## src/sesf_pkg.sv

```systemverilog
`timescale 1ns / 1ps
// ----------------------------------------------------------------------------
// Scanline edge span fill package
// Shared widths, mode codes and payload types for the span fill core.
// ----------------------------------------------------------------------------
package sesf_pkg;
  localparam int Rows      = 512;
  localparam int RowW      = $clog2(Rows);
  localparam int FracBits  = 16;
  localparam int PixW      = 9;
  localparam int EdgeW     = PixW + 1 + FracBits;
  localparam int ScreenW   = 500;
  localparam int DivW      = PixW + FracBits;

  localparam logic [1:0] ModeClear = 2'd0;
  localparam logic [1:0] ModeEdge  = 2'd1;
  localparam logic [1:0] ModeQuery = 2'd2;
  // Unused mode: ignored by the core.
  localparam logic [1:0] ModeNone  = 2'd3;

  localparam logic [EdgeW-1:0] LeftReset = EdgeW'(ScreenW) << FracBits;

  typedef struct packed {
    logic [1:0]      mode;
    logic [PixW-1:0] x_start;
    logic [PixW-1:0] y_start;
    logic [PixW-1:0] x_end;
    logic [PixW-1:0] y_end;
    logic [PixW-1:0] query_row;
  } in_item_t;

  typedef struct packed {
    logic [PixW-1:0] span_row;
    logic [9:0]      span_first;
    logic [9:0]      span_end;
    logic            span_empty;
  } out_item_t;

  typedef struct packed {
    logic            start;
    logic [DivW-1:0] dividend;
    logic [PixW-1:0] divisor;
  } div_req_t;
endpackage

```

## src/sesf_div.sv

```systemverilog
`timescale 1ns / 1ps
// ----------------------------------------------------------------------------
// Span fill slope divider
// Restoring divider, one quotient bit per cycle, unsigned.
// ----------------------------------------------------------------------------
module sesf_div (
  input  logic                            clk,
  input  logic                            rst_n,
  input  sesf_pkg::div_req_t              req,
  output logic                            done,
  output logic [sesf_pkg::DivW-1:0]       quot
);
  import sesf_pkg::*;

  localparam int CntW = $clog2(DivW + 1);

  logic [DivW-1:0] q_r, q_nxt;
  logic [PixW:0]   rem_r, rem_nxt;
  logic [CntW-1:0] cnt_r, cnt_nxt;
  logic [PixW-1:0] dvs_r, dvs_nxt;
  logic            busy_r, busy_nxt, done_r, done_nxt;
  logic [PixW:0]   trial;

  // Shift in the next dividend bit and try one subtraction.
  always_comb begin
    q_nxt    = q_r;
    rem_nxt  = rem_r;
    cnt_nxt  = cnt_r;
    dvs_nxt  = dvs_r;
    busy_nxt = busy_r;
    done_nxt = 1'b0;
    trial    = {rem_r[PixW-1:0], q_r[DivW-1]};
    if (req.start) begin
      q_nxt    = req.dividend;
      rem_nxt  = '0;
      dvs_nxt  = req.divisor;
      cnt_nxt  = CntW'(DivW);
      busy_nxt = 1'b1;
    end else if (busy_r) begin
      if (trial >= {1'b0, dvs_r}) begin
        rem_nxt = trial - {1'b0, dvs_r};
        q_nxt   = {q_r[DivW-2:0], 1'b1};
      end else begin
        rem_nxt = trial;
        q_nxt   = {q_r[DivW-2:0], 1'b0};
      end
      cnt_nxt = cnt_r - CntW'(1);
      if (cnt_r == CntW'(1)) begin
        busy_nxt = 1'b0;
        done_nxt = 1'b1;
      end
    end
  end

  always_ff @(posedge clk) begin
    if (!rst_n) begin
      busy_r <= 1'b0;
      done_r <= 1'b0;
      cnt_r  <= '0;
    end else begin
      busy_r <= busy_nxt;
      done_r <= done_nxt;
      cnt_r  <= cnt_nxt;
    end
    q_r   <= q_nxt;
    rem_r <= rem_nxt;
    dvs_r <= dvs_nxt;
  end

  assign done = done_r;
  assign quot = q_r;
endmodule

```

## config.mk

```make
export PLATFORM = sky130hd
export DESIGN_NAME = sesf_div
export DESIGN_NICKNAME = d
export VERILOG_FILES = /design/src/sesf_pkg.sv /design/src/sesf_div.sv
export SDC_FILE = /design/constraint.sdc
export NUM_CORES = 1
export LEC_CHECK = 0
export ABC_AREA = 1
export BUFFER_PORTS_ARGS = -buffer_cell sky130_fd_sc_hd__buf_2
export CAP_MARGIN = 20
export CORE_MARGIN = 4
export CORE_UTILIZATION = 44
export DETAILED_ROUTE_END_ITERATION = 8
export PLACE_DENSITY = 0.78
export SETUP_SLACK_MARGIN = 0.05
export SYNTH_ARGS = -nofsm -noshare
export SYNTH_HDL_FRONTEND = slang
export SYNTH_SLANG_ARGS = --single-unit
export TNS_END_PERCENT = 5
```

## constraint.sdc

```tcl
create_clock -name clk -period 2.34 [get_ports clk]
set_clock_uncertainty 0.1 [all_clocks]
set_input_delay 0.117 -clock clk [delete_from_list [all_inputs] [get_ports clk]]
set_output_delay 0.117 -clock clk [all_outputs]
set_load 0.005 [all_outputs]
```

== Yosys cells after proc, flatten, opt, wreduce, memory -nomap -nowiden ==
Index checks and enable logic that the tools add are counted.
W data, S select, Z words.
Storage, ports and cells
  flip-flop bits (word level): 50
  input port bits: 37
  output and inout port bits: 26
  word-level logic and storage cells: 26
Cells by class
  add/subtract/negate cells: 2
  $lt $le $gt $ge: 1
  equality and inequality tests: 1
  multiplexer cells: 10
  bitwise operators: 2
  reductions and logical operators: 3
Operator list (number)
  $mux W25: 2
  $ge A10 B9 Y1: 1
  $mux W5: 2
  $mux W9: 1
  $sub A9 B9 Y9: 1
  $eq A5 B1 Y1 const B: 1
  $mux W1: 5
  $sub A5 B1 Y5 const B: 1
  $reduce_or A3 Y1: 1
  $not A1 Y1: 2
  $reduce_bool A2 Y1: 1
  $reduce_or A2 Y1: 1

== Depth between registers and ports, before layout ==
Gate-level depths: netlist of run 1.
  word-level depth: 4
  depth in mapped cells: 12
  gate-level depth less buffers: 12

== Least setup slack after synthesis of run 1 ==
Ideal clock, no wire load.
  path type: register to register
  start: reg q_r[24], in the netlist quot[24]
  end: reg rem_r[2]
  library setup time: 0.152 ns
  arrival: 1.633 ns
  required time: 2.088 ns
  path slack: 0.455 ns
  cell stages (with the launch flop): 12
  buffers on the path: 1
  clock period less this slack: 1.885 ns
  path through: edfxtp_1 > inv_1 > ha_1 > inv_1 > fa_1 > nand2_1 > nand3_2 > nand2_2 > buf_6 > nand3_1 > nand3_1 > o21ai_0
Between the ends
  word-level cells in the longest chain between the ends: 2
  elaborated cells on any way between the ends: 3
  those cells by class: 1 x add/sub; 1 x order compare; 1 x mux
Ends and longest elaborated chain
  start, declared: RTL line sesf_div.sv:17  | logic [DivW-1:0] q_r, q_nxt;
  start signal, assigned: RTL line sesf_div.sv:65  | q_r <= q_nxt;
  $sub A9 B9 Y9 or $ge A10 B9 Y1 (tied branches): RTL line sesf_div.sv:41, sesf_div.sv:40
  $mux W9 (*): RTL line sesf_div.sv:40  | if (trial >= {1'b0, dvs_r}) begin
  end signal, assigned: RTL line sesf_div.sv:66  | rem_r <= rem_nxt;
  end, declared: RTL line sesf_div.sv:18  | logic [PixW:0] rem_r, rem_nxt;
Mark *: on every way between the ends. The rest lies on a longest branch, timed or not.
A chain may end at the register's enable or synchronous reset.

== Worst setup path after layout of run 1 ==
  start: reg q_r[24], in the netlist quot[24]
  end: reg rem_r[3]
Same word-level chain as after synthesis.

==> metrics.yaml, run 1 <==
run_status:
  status: "completed"
clock_tree:
  clk_pin_slew_ns: 0.09
  clock-sinks: 50
  cts_root_buf: "clkbuf_8"
  postCtsSetupBuffers: 0
  numCtsBuffers: 5
  cts_tree: "yes"
  cts.path.max_buffers: 2
  clkLatencyLatePin_ns: 0.31
  cts_max_level: 2
synth:
  synthArstFlopShare_pct: 0
  synthFlopType: "edfxtp_1"
  ys_warn_count: 0
  ys_ff_latch: 50
  synth_edf_count: 34
  avgSynthCellArea_um2: 8.37
  synth.cell_area_mm2: 0.00257
  synthTopCellsByArea: "edfxtp_1 (40%), nand2_1 (18%), dfxtp_1 (12%)"
  seq_area_frac_synth_pct: 52.2
  synth.most_common_cell: "nand2_1"
  synth.top_cell.area_share_pct: 39.7
  synth_top_area_cell: "edfxtp_1"
  syn-num-nets: 356
  ys_types: 26
  synth_cells: 307
  ys_top_cells_by_count: "nand2_1 (120), inv_1 (41), edfxtp_1 (34)"
pwr:
  sw_frac_of_total_pct: 27.4
  netSwitchingPower_mw: 0.531
  seqPwrFrac_pct: 55.3
  vdd_drop_max_mv: 0.345
  power_leakage_nw: 1.72
  powerDensity_mw_per_mm2: 575
  power.internal_mw: 1.41
  clkPwrFrac_pct: 26.0
  pwr-share-comb_pct: 18.7
timing:
  worst_slew_pin_slew_ns: 0.513
  fin_crit_ns: 2.08
  period_share_pct: 89.0
  fin_setup_tns_ns: 0
  timing.final.hold_violations: 0
  max_freq_mhz: 480
  maxSlewHeadroom_pct: 65.7
  finalSetupViolations: 0
  rsz0062_at_grt: "false"
  whs_ns: 0.0587
  slew_violations: 0
setup_path:
  startpoint_type: "flip-flop"
  worst-path-stages: 11
  cpMaxStageDelayCell: "edfxtp_1"
  cp-startpoint: "quot[24]$_DFFE_PP_"
  rr_endpoint: "rem_r[3]$_SDFFE_PP0P_"
  cp.required_ns: 2.47
  cp_max_fo: 12
  crit_buf_inv: 2
  end_kind: "flip-flop"
  critPathTopFamily: "simple AND/OR/NAND/NOR gates"
  r2r_start: "quot[24]$_DFFE_PP_"
  worstSetupPathType: "reg -> reg"
  max_stage_delay_ns: 0.42
  r2r_cells: 11
  rrSetupSlack_ns: 0.26
  crit_arrival_ns: 2.21
  endpoint: "rem_r[3]$_SDFFE_PP0P_"
  crit_chain: "inv_1 -> ha_1 -> inv_1 -> fa_1 -> nand2_1 -> nand3_2 -> nand2_4 -> nand2_2 -> nand2_1 -> nand3_1 -> o21ai_0"
floorplanning:
  rows: 27
  core_area_mm2: 0.00557
  initial_core_util_pct: 46.1
  ios: 63
  die_area_mm2: 0.00712
  die_w_um: 84.4
  die_h_um: 84.4
global_route:
  grt_pass1_vias: 2356
  grt_max_degree: 34
  grt_pass1_wl_um: 10400
  antenna_found_initial: 0
  grt.total_usage_pct: 18.1
  grt_overflow: 0
detailed_routing:
  routed-via-count: 2331
  initialDrtViolationCount: 125
  vias_per_cell: 4.88
  firstDrtPassIters: 4
  antenna_left: 0
  wl_um: 6200
  drc: 0
  wl_per_cell_um: 13.0
cells_and_area:
  antenna_cells: 0
  syn_to_final_growth_pct: 31.5
  nNetsFinal: 454
  drive_gt1_share_pct: 20.4
  finalNonFillerCells: 478
place:
  dp_hpwl_um: 3900
  place_inst: 436
  port_buffers: 62
  gp_congestion: 0.830
worst_hold_path:
  hp-class: "in -> reg"
run:
  drv_cap: 0
[flip-flops by register name (all words and copies together) (netlist names)]
register / count
busy_r: 1
cnt_r: 5
done: 1
dvs_r: 9
quot: 25
rem_r: 9
[worst min-delay path by stage]
| stage | end | from | cells after the start | slack (ns) |
|---|---|---|---|---|
| after floorplan | dvs_r[0]$_DFFE_PP_ | req[0] | 0 | 0.12 |
| after global placement | dvs_r[7]$_DFFE_PP_ | req[7] | 1 | 0.19 |
| after detailed placement | dvs_r[1]$_DFFE_PP_ | req[1] | 1 | 0.20 |
| after CTS | busy_r$_SDFF_PN0_ | req[34] | 3 | 0.05 |
| after global routing | quot[0]$_DFFE_PP_ | req[9] | 3 | 0.05 |
| final | busy_r$_SDFF_PN0_ | req[34] | 3 | 0.06 |
[placed cells by master (no fill, tap or decap), drive strengths merged]
master,instances
edfxtp,34
xor2,1
clkinv,2
clkbuf,5
nand3b,3
nor3,2
a211oi,1
nand3,28
xnor2,3
dfxtp,16
buf,66
inv,42
o21ai,8
dlygate4sd3,34
a31oi,3
ha,11
nand4,2
nor2,15
fa,1
a21oi,4
nand2,124
o211ai,1
[per-layer routing]
| metal | GRT usage [%] | up-vias | share of wire, % |
|---|---|---|---|
| met5 | 0 | - | 0 |
| met4 | 8.63 | 0 | 3.9 |
| met2 | 31.3 | 90 | 51 |
| met1 | 20.9 | 1041 | 39 |
| met3 | 4.51 | 24 | 6.1 |
| li1 | - | 1176 | - |
[worst register-to-register path, stage by stage, from the launching register on]
cell and delay, ns:
edfxtp_1 0.42, inv_1 0.09, ha_1 0.14, inv_1 0.05, fa_1 0.41, nand2_1 0.12
nand3_2 0.10, nand2_4 0.15, nand2_2 0.15, nand2_1 0.12, nand3_1 0.07, o21ai_0 0.08
[cell families after synthesis]
kind of cell               count (synthesis)  share of synthesized area [%]
adders and majority gates                 12                           6.14
buffers and inverters                     50                           8.13
AOI/OAI and AO/OA                         17                           3.65
DFF                                       50                           52.2
xor gates and xnor gates                   4                           1.36
and+or+nand+nor                          174                           28.5
[stage by stage]
stage               utilization [%]  instance area, um^2  setup slack, ns  power [mW]
floorplan                         -                 2570            0.455        1.28
global placement               52.8                 2940            0.365        1.40
detailed placement             52.8                 2940            0.214        1.40
CTS                            60.5                 3370            0.194        1.95
global route                   60.6                 3380            0.110        2.05
finish                         60.6                 3380            0.257        1.94
[area by class of cell]
type / count / area, um^2
timing repair buffer: 100 / 681
sequential: 50 / 1340
multi-input combinational: 207 / 1020
clock buffer: 5 / 68.8
fill: 466 / 2200
clock inverter: 3 / 18.8
inverter: 41 / 154
tap: 72 / 90.1
[timing repair]
action / 4_1_cts / 5_1_grt
gates resized for setup: 0 / 1
setup endpoints to repair: 0 / 4
endpoints found under the hold margin: 37 / 0
hold buffers: 34 / 0
[power by group through the flow]
stage	Clock (mW)	Combinational (mW)	Sequential, mW
global route	0.555	0.410	1.08
detailed placement	0	0.314	1.09
CTS	0.522	0.359	1.07
finish	0.505	0.363	1.07
floorplan	0	0.189	1.09
global placement	0	0.309	1.09
Note: power is estimated with default switching activity, not from simulation.
==> run 2, diff against run 1 <==
--- a/config.mk
+++ b/config.mk
@@ -11,8 +11,10 @@
 export CORE_MARGIN = 4
 export CORE_UTILIZATION = 44
 export DETAILED_ROUTE_END_ITERATION = 8
-export PLACE_DENSITY = 0.78
+export PLACE_DENSITY_LB_ADDON = 0.08
+export REMOVE_ABC_BUFFERS = 1
 export SETUP_SLACK_MARGIN = 0.05
+export SLEW_MARGIN = 20
 export SYNTH_ARGS = -nofsm -noshare
 export SYNTH_HDL_FRONTEND = slang
 export SYNTH_SLANG_ARGS = --single-unit
==> metrics.yaml, run 2 (same netlist as run 1, synthesis figures left out) <==
floorplanning:
  core_area_mm2: 0.00557
  die_h_um: 84.4
  die_w_um: 84.4
  initial_core_util_pct: 46.1
  die_area_mm2: 0.00712
  ios: 63
  rows: 27
worst_hold_path:
  hp-class: "in -> reg"
  hold_path_startpoint: "req[9]"
  whs_path_depth: 3
  min_to: "quot[0]$_DFFE_PP_"
pwr:
  netSwitchingPower_mw: 0.513
  power_leakage_nw: 1.71
  clkPwrFrac_pct: 25.3
  vdd_drop_max_mv: 0.406
  powerDensity_mw_per_mm2: 568
  power.internal_mw: 1.41
  seqPwrFrac_pct: 55.7
  sw_frac_of_total_pct: 26.7
  power.total_mw: 1.92
  pwr-share-comb_pct: 19.0
detailed_routing:
  vias_per_cell: 4.80
  antenna_left: 0
  wl_per_cell_um: 12.4
  firstDrtPassIters: 4
  routed-via-count: 2299
  initialDrtViolationCount: 114
  wl_um: 5930
  drc: 0
run:
  drv_cap: 0
cells_and_area:
  n_fill_cell: 484
  final_cell_mix: "nand2_1 (120), buf_2 (62), inv_1 (41)"
  drive_gt1_share_pct: 20.1
  largest_reg_flops: 25
  syn_to_final_growth_pct: 31.5
  fin_util_pct: 60.6
  final_common_cell: "nand2_1"
  nNetsFinal: 455
  antenna_cells: 0
setup_path:
  crit_buf_inv: 2
  end_kind: "flip-flop"
  cpMaxStageDelayCell: "fa_1"
  startpoint_type: "flip-flop"
  rrSetupSlack_ns: 0.30
  cp.required_ns: 2.47
  worstSetupPathType: "reg -> reg"
  max_stage_delay_ns: 0.42
  crit_arrival_ns: 2.17
  cp_max_fo: 12
  r2r_cells: 11
  critPathTopFamily: "simple AND/OR/NAND/NOR gates"
  rr_endpoint: "rem_r[4]$_SDFFE_PP0P_"
  r2r_start: "quot[24]$_DFFE_PP_"
  crit_chain: "inv_1 -> ha_1 -> inv_1 -> fa_1 -> nand2_1 -> nand3_2 -> nand2_4 -> nand2_2 -> nand2_1 -> nand3_1 -> o21ai_0"
clock_tree:
  cts.path.max_buffers: 2
  cts_tree: "yes"
  numCtsBuffers: 5
  clk_pin_slew_ns: 0.09
  clkLatencyLatePin_ns: 0.30
  cts_max_level: 2
  clock-sinks: 50
  cts_root_buf: "clkbuf_8"
timing:
  slew_violations: 0
  fin_setup_tns_ns: 0
  fin_crit_ns: 2.04
  finalSetupViolations: 0
  max_freq_mhz: 491
  timing.final.hold_violations: 0
  period_share_pct: 87.1
  maxSlewHeadroom_pct: 65.5
  worst_slew_pin_slew_ns: 0.515
  rsz0062_at_grt: "false"
global_route:
  grt_pass1_wl_um: 9860
  antenna_found_initial: 0
  grt_max_degree: 35
  grt.total_usage_pct: 16.9
  grt_pass1_vias: 2198
  grt_overflow: 0
place:
  dp_hpwl_um: 4000
  port_buffers: 62
  gp_congestion: 0.806
run_status:
  status: "completed"
==> run 2: routing by layer <==
layer	vias to the layer above	track usage (%)	part of all wire, %
li1	1178	-	-
met4	0	4.17	1.0
met1	1052	21.5	46
met2	64	28.8	48
met3	5	4.22	4.9
met5	-	0	0
==> run 2: area by class of cell <==
| cell class | instances | area [um^2] | area share [%] |
|---|---|---|---|
| clock buffer | 6 | 72.6 | 2.15 |
| clock inverter | 2 | 8.76 | 0.259 |
| sequential | 50 | 1340 | 39.7 |
| tap | 72 | 90.1 | 2.67 |
| inverter | 41 | 154 | 4.56 |
| multi-input combinational | 207 | 1020 | 30.3 |
| timing repair buffer | 101 | 688 | 20.4 |
==> run 2: worst reg2reg max path: cells and delay by family (launching register included) <==
kind                     cells  cell delay (ns)
AND/OR/NAND/NOR              6             0.70
adder cells (fa/ha/maj)      2             0.56
flip-flops                   1             0.38
buffers and inverters        2             0.15
AO/OA/AOI/OAI                1             0.08
==> run 2: metrics by stage <==
| step | area (um^2) | instances | hold WS [ns] | setup WS, ns |
|---|---|---|---|---|
| final | 3380 | 479 | 0.109 | 0.302 |
| after CTS | 3370 | 479 | 0.110 | 0.216 |
| after floorplan | 2510 | 298 | 0.116 | 0.458 |
| after global routing | 3380 | 479 | 0.117 | 0.132 |
| after global placement | 2950 | 437 | 0.193 | 0.324 |
| after detailed placement | 2950 | 437 | 0.195 | 0.235 |
==> run 2: timing repair <==
item,4_1_cts,5_1_grt
hold endpoints to repair,36,0
buffers inserted,0,0
setup endpoints to repair,0,1
resized for setup,0,1
hold buffers,34,0
==> run 2: power groups by stage <==
stage | logic, mW | registers [mW] | clock network [mW]
after global routing | 0.415 | 1.08 | 0.531
final | 0.366 | 1.07 | 0.486
after detailed placement | 0.322 | 1.09 | 0
after global placement | 0.319 | 1.09 | 0
after floorplan | 0.176 | 1.09 | 0
after CTS | 0.366 | 1.07 | 0.501
==> run 2: worst max path at each step <==
stage / start / endpoint / depth (start not counted)
after floorplan: quot[24]$_DFFE_PP_ / rem_r[0]$_SDFFE_PP0P_ / 11
after global placement: quot[24]$_DFFE_PP_ / rem_r[4]$_SDFFE_PP0P_ / 11
after detailed placement: quot[24]$_DFFE_PP_ / rem_r[4]$_SDFFE_PP0P_ / 11
after CTS: quot[24]$_DFFE_PP_ / rem_r[4]$_SDFFE_PP0P_ / 11
after global routing: quot[24]$_DFFE_PP_ / rem_r[2]$_SDFFE_PP0P_ / 11
final: quot[24]$_DFFE_PP_ / rem_r[4]$_SDFFE_PP0P_ / 11
==> run 3, diff against run 2 <==
--- a/config.mk
+++ b/config.mk
@@ -11,6 +11,7 @@
 export CORE_MARGIN = 4
 export CORE_UTILIZATION = 44
 export DETAILED_ROUTE_END_ITERATION = 8
+export HOLD_SLACK_MARGIN = 0.06
 export PLACE_DENSITY_LB_ADDON = 0.08
 export REMOVE_ABC_BUFFERS = 1
 export SETUP_SLACK_MARGIN = 0.05
==> constraint.sdc (replaced) <==
create_clock -name clk -period 2.34 [get_ports clk]
set_clock_uncertainty 0.1 [all_clocks]
set_input_delay 0.351 -clock clk [delete_from_list [all_inputs] [get_ports clk]]
set_output_delay 0.351 -clock clk [all_outputs]
set_load 0.005 [all_outputs]
==> metrics.yaml, run 3 (same netlist as run 1, synthesis figures left out) <==
setup_path:
  cp.required_ns: 2.46
  rrSetupSlack_ns: 0.28
  end_kind: "flip-flop"
  rr_endpoint: "rem_r[3]$_SDFFE_PP0P_"
  r2r_start: "quot[24]$_DFFE_PP_"
  crit_arrival_ns: 2.18
  cp_max_fo: 12
  startpoint_type: "flip-flop"
  r2r_cells: 11
  endpoint: "rem_r[3]$_SDFFE_PP0P_"
  worstSetupPathType: "reg -> reg"
  cp-startpoint: "quot[24]$_DFFE_PP_"
detailed_routing:
  drc: 0
  wl_per_cell_um: 12.2
  routed-via-count: 2107
  vias_per_cell: 4.75
  initialDrtViolationCount: 132
  firstDrtPassIters: 4
  antenna_left: 0
  wl_um: 5420
cells_and_area:
  seq_area_mm2: 0.00134
  final_area_mm2: 0.00303
  multi_input_area_mm2: 0.00102
  antenna_cells: 0
  nNetsFinal: 420
  drive_gt1_share_pct: 21.5
  syn_to_final_growth_pct: 17.9
  final_common_cell: "nand2_1"
  n_fill_cell: 555
  largest_reg_flops: 25
  final_cell_mix: "nand2_1 (120), buf_2 (62), inv_1 (41)"
run:
  drv_cap: 0
global_route:
  grt_pass1_vias: 2164
  grt_max_degree: 31
  grt_pass1_wl_um: 9320
  antenna_found_initial: 0
  grt_overflow: 0
  grt.total_usage_pct: 15.9
clock_tree:
  cts_tree: "yes"
  cts_max_level: 2
  clock-sinks: 50
  clkLatencyLatePin_ns: 0.29
  numCtsBuffers: 5
  cts_root_buf: "clkbuf_8"
  clk_pin_slew_ns: 0.08
  cts.path.max_buffers: 2
timing:
  fin_setup_tns_ns: 0
  fin_crit_ns: 2.06
  worst_slew_pin_slew_ns: 0.411
  finalSetupViolations: 0
  slew_violations: 0
  timing.final.hold_violations: 0
  max_freq_mhz: 486
  whs_ns: 0.128
  rsz0062_at_grt: "false"
  period_share_pct: 88.0
  maxSlewHeadroom_pct: 72.6
place:
  port_buffers: 62
  dp_hpwl_um: 3900
  place_area_mm2: 0.00294
  gp_congestion: 0.832
floorplanning:
  die_w_um: 84.4
  ios: 63
  core_area_mm2: 0.00557
  initial_core_util_pct: 46.1
  die_h_um: 84.4
  die_area_mm2: 0.00712
  rows: 27
pwr:
  powerDensity_mw_per_mm2: 615
  power_leakage_nw: 1.55
  power.total_mw: 1.86
  vdd_drop_max_mv: 0.293
worst_hold_path:
  whs_path_depth: 1
  hp-class: "in -> reg"
run_status:
  status: "completed"
[run 3: changes by cell type in the layout (fill, tap and decap cells not counted), sizes merged]
cell	previous run	this run
clkinv	2	0
clkbuf	6	8
dlygate4sd3	34	0
buf	67	66
[run 3: through the flow]
step	utilization, %	cells	setup WS [ns]
3_5_place_dp	52.8	436	0.280
6_report	54.3	444	0.282
4_1_cts	54.3	444	0.261
5_1_grt	54.3	444	0.0532
3_3_place_gp	52.8	436	0.335
2_1_floorplan	-	298	0.458
[run 3: area by class of cell]
class	instances	area share [%]
flip-flops and latches	50	44.3
repair buffers	66	11.2
multi-input cells	207	33.8
clock buffers	8	2.64
well taps	72	2.97
inverters	41	5.08
[run 3: critical path, cell delays in order, from the launching register on]
cell	delay, ns
edfxtp_1	0.39
inv_1	0.09
ha_1	0.14
inv_1	0.05
fa_1	0.41
nand2_1	0.12
nand3_2	0.08
nand2_2	0.20
nand2_2	0.17
nand2_1	0.10
nand3_1	0.06
o21ai_0	0.08
[run 3: layer usage]
layer	GRT usage, %	routed length [um]	share of wire, %	vias up
met2	25.8	2460	45	63
met5	0	0	0	-
met1	21.0	2580	48	937
met3	4.42	355	6.6	2
met4	4.32	26	0.48	0
li1	-	-	-	1105
[run 3: how the worst min path moves through the flow]
stage / to / slack, ns / start
2_1_floorplan: rem_r[5]$_SDFFE_PP0P_ / 0.34 / rem_r[5]$_SDFFE_PP0P_
3_3_place_gp: cnt_r[4]$_SDFFE_PN0P_ / 0.36 / cnt_r[4]$_SDFFE_PN0P_
3_5_place_dp: cnt_r[4]$_SDFFE_PN0P_ / 0.36 / cnt_r[4]$_SDFFE_PN0P_
4_1_cts: dvs_r[2]$_DFFE_PP_ / 0.11 / req[2]
5_1_grt: dvs_r[1]$_DFFE_PP_ / 0.11 / req[1]
6_report: dvs_r[0]$_DFFE_PP_ / 0.13 / req[0]
[run 3: report_power, final]
group	switching (mW)	leakage, nW	internal [mW]
combinational	0.183	1.04	0.132
clock	0.266	0.0395	0.213
sequential	0.0388	0.475	1.03
total	0.488	1.55	1.38
[run 3: repair_timing]
action	4_1_cts	5_1_grt
hold buffers	0	0
gates resized for setup	0	1
buffers inserted	0	0
endpoints found under the setup margin	0	3
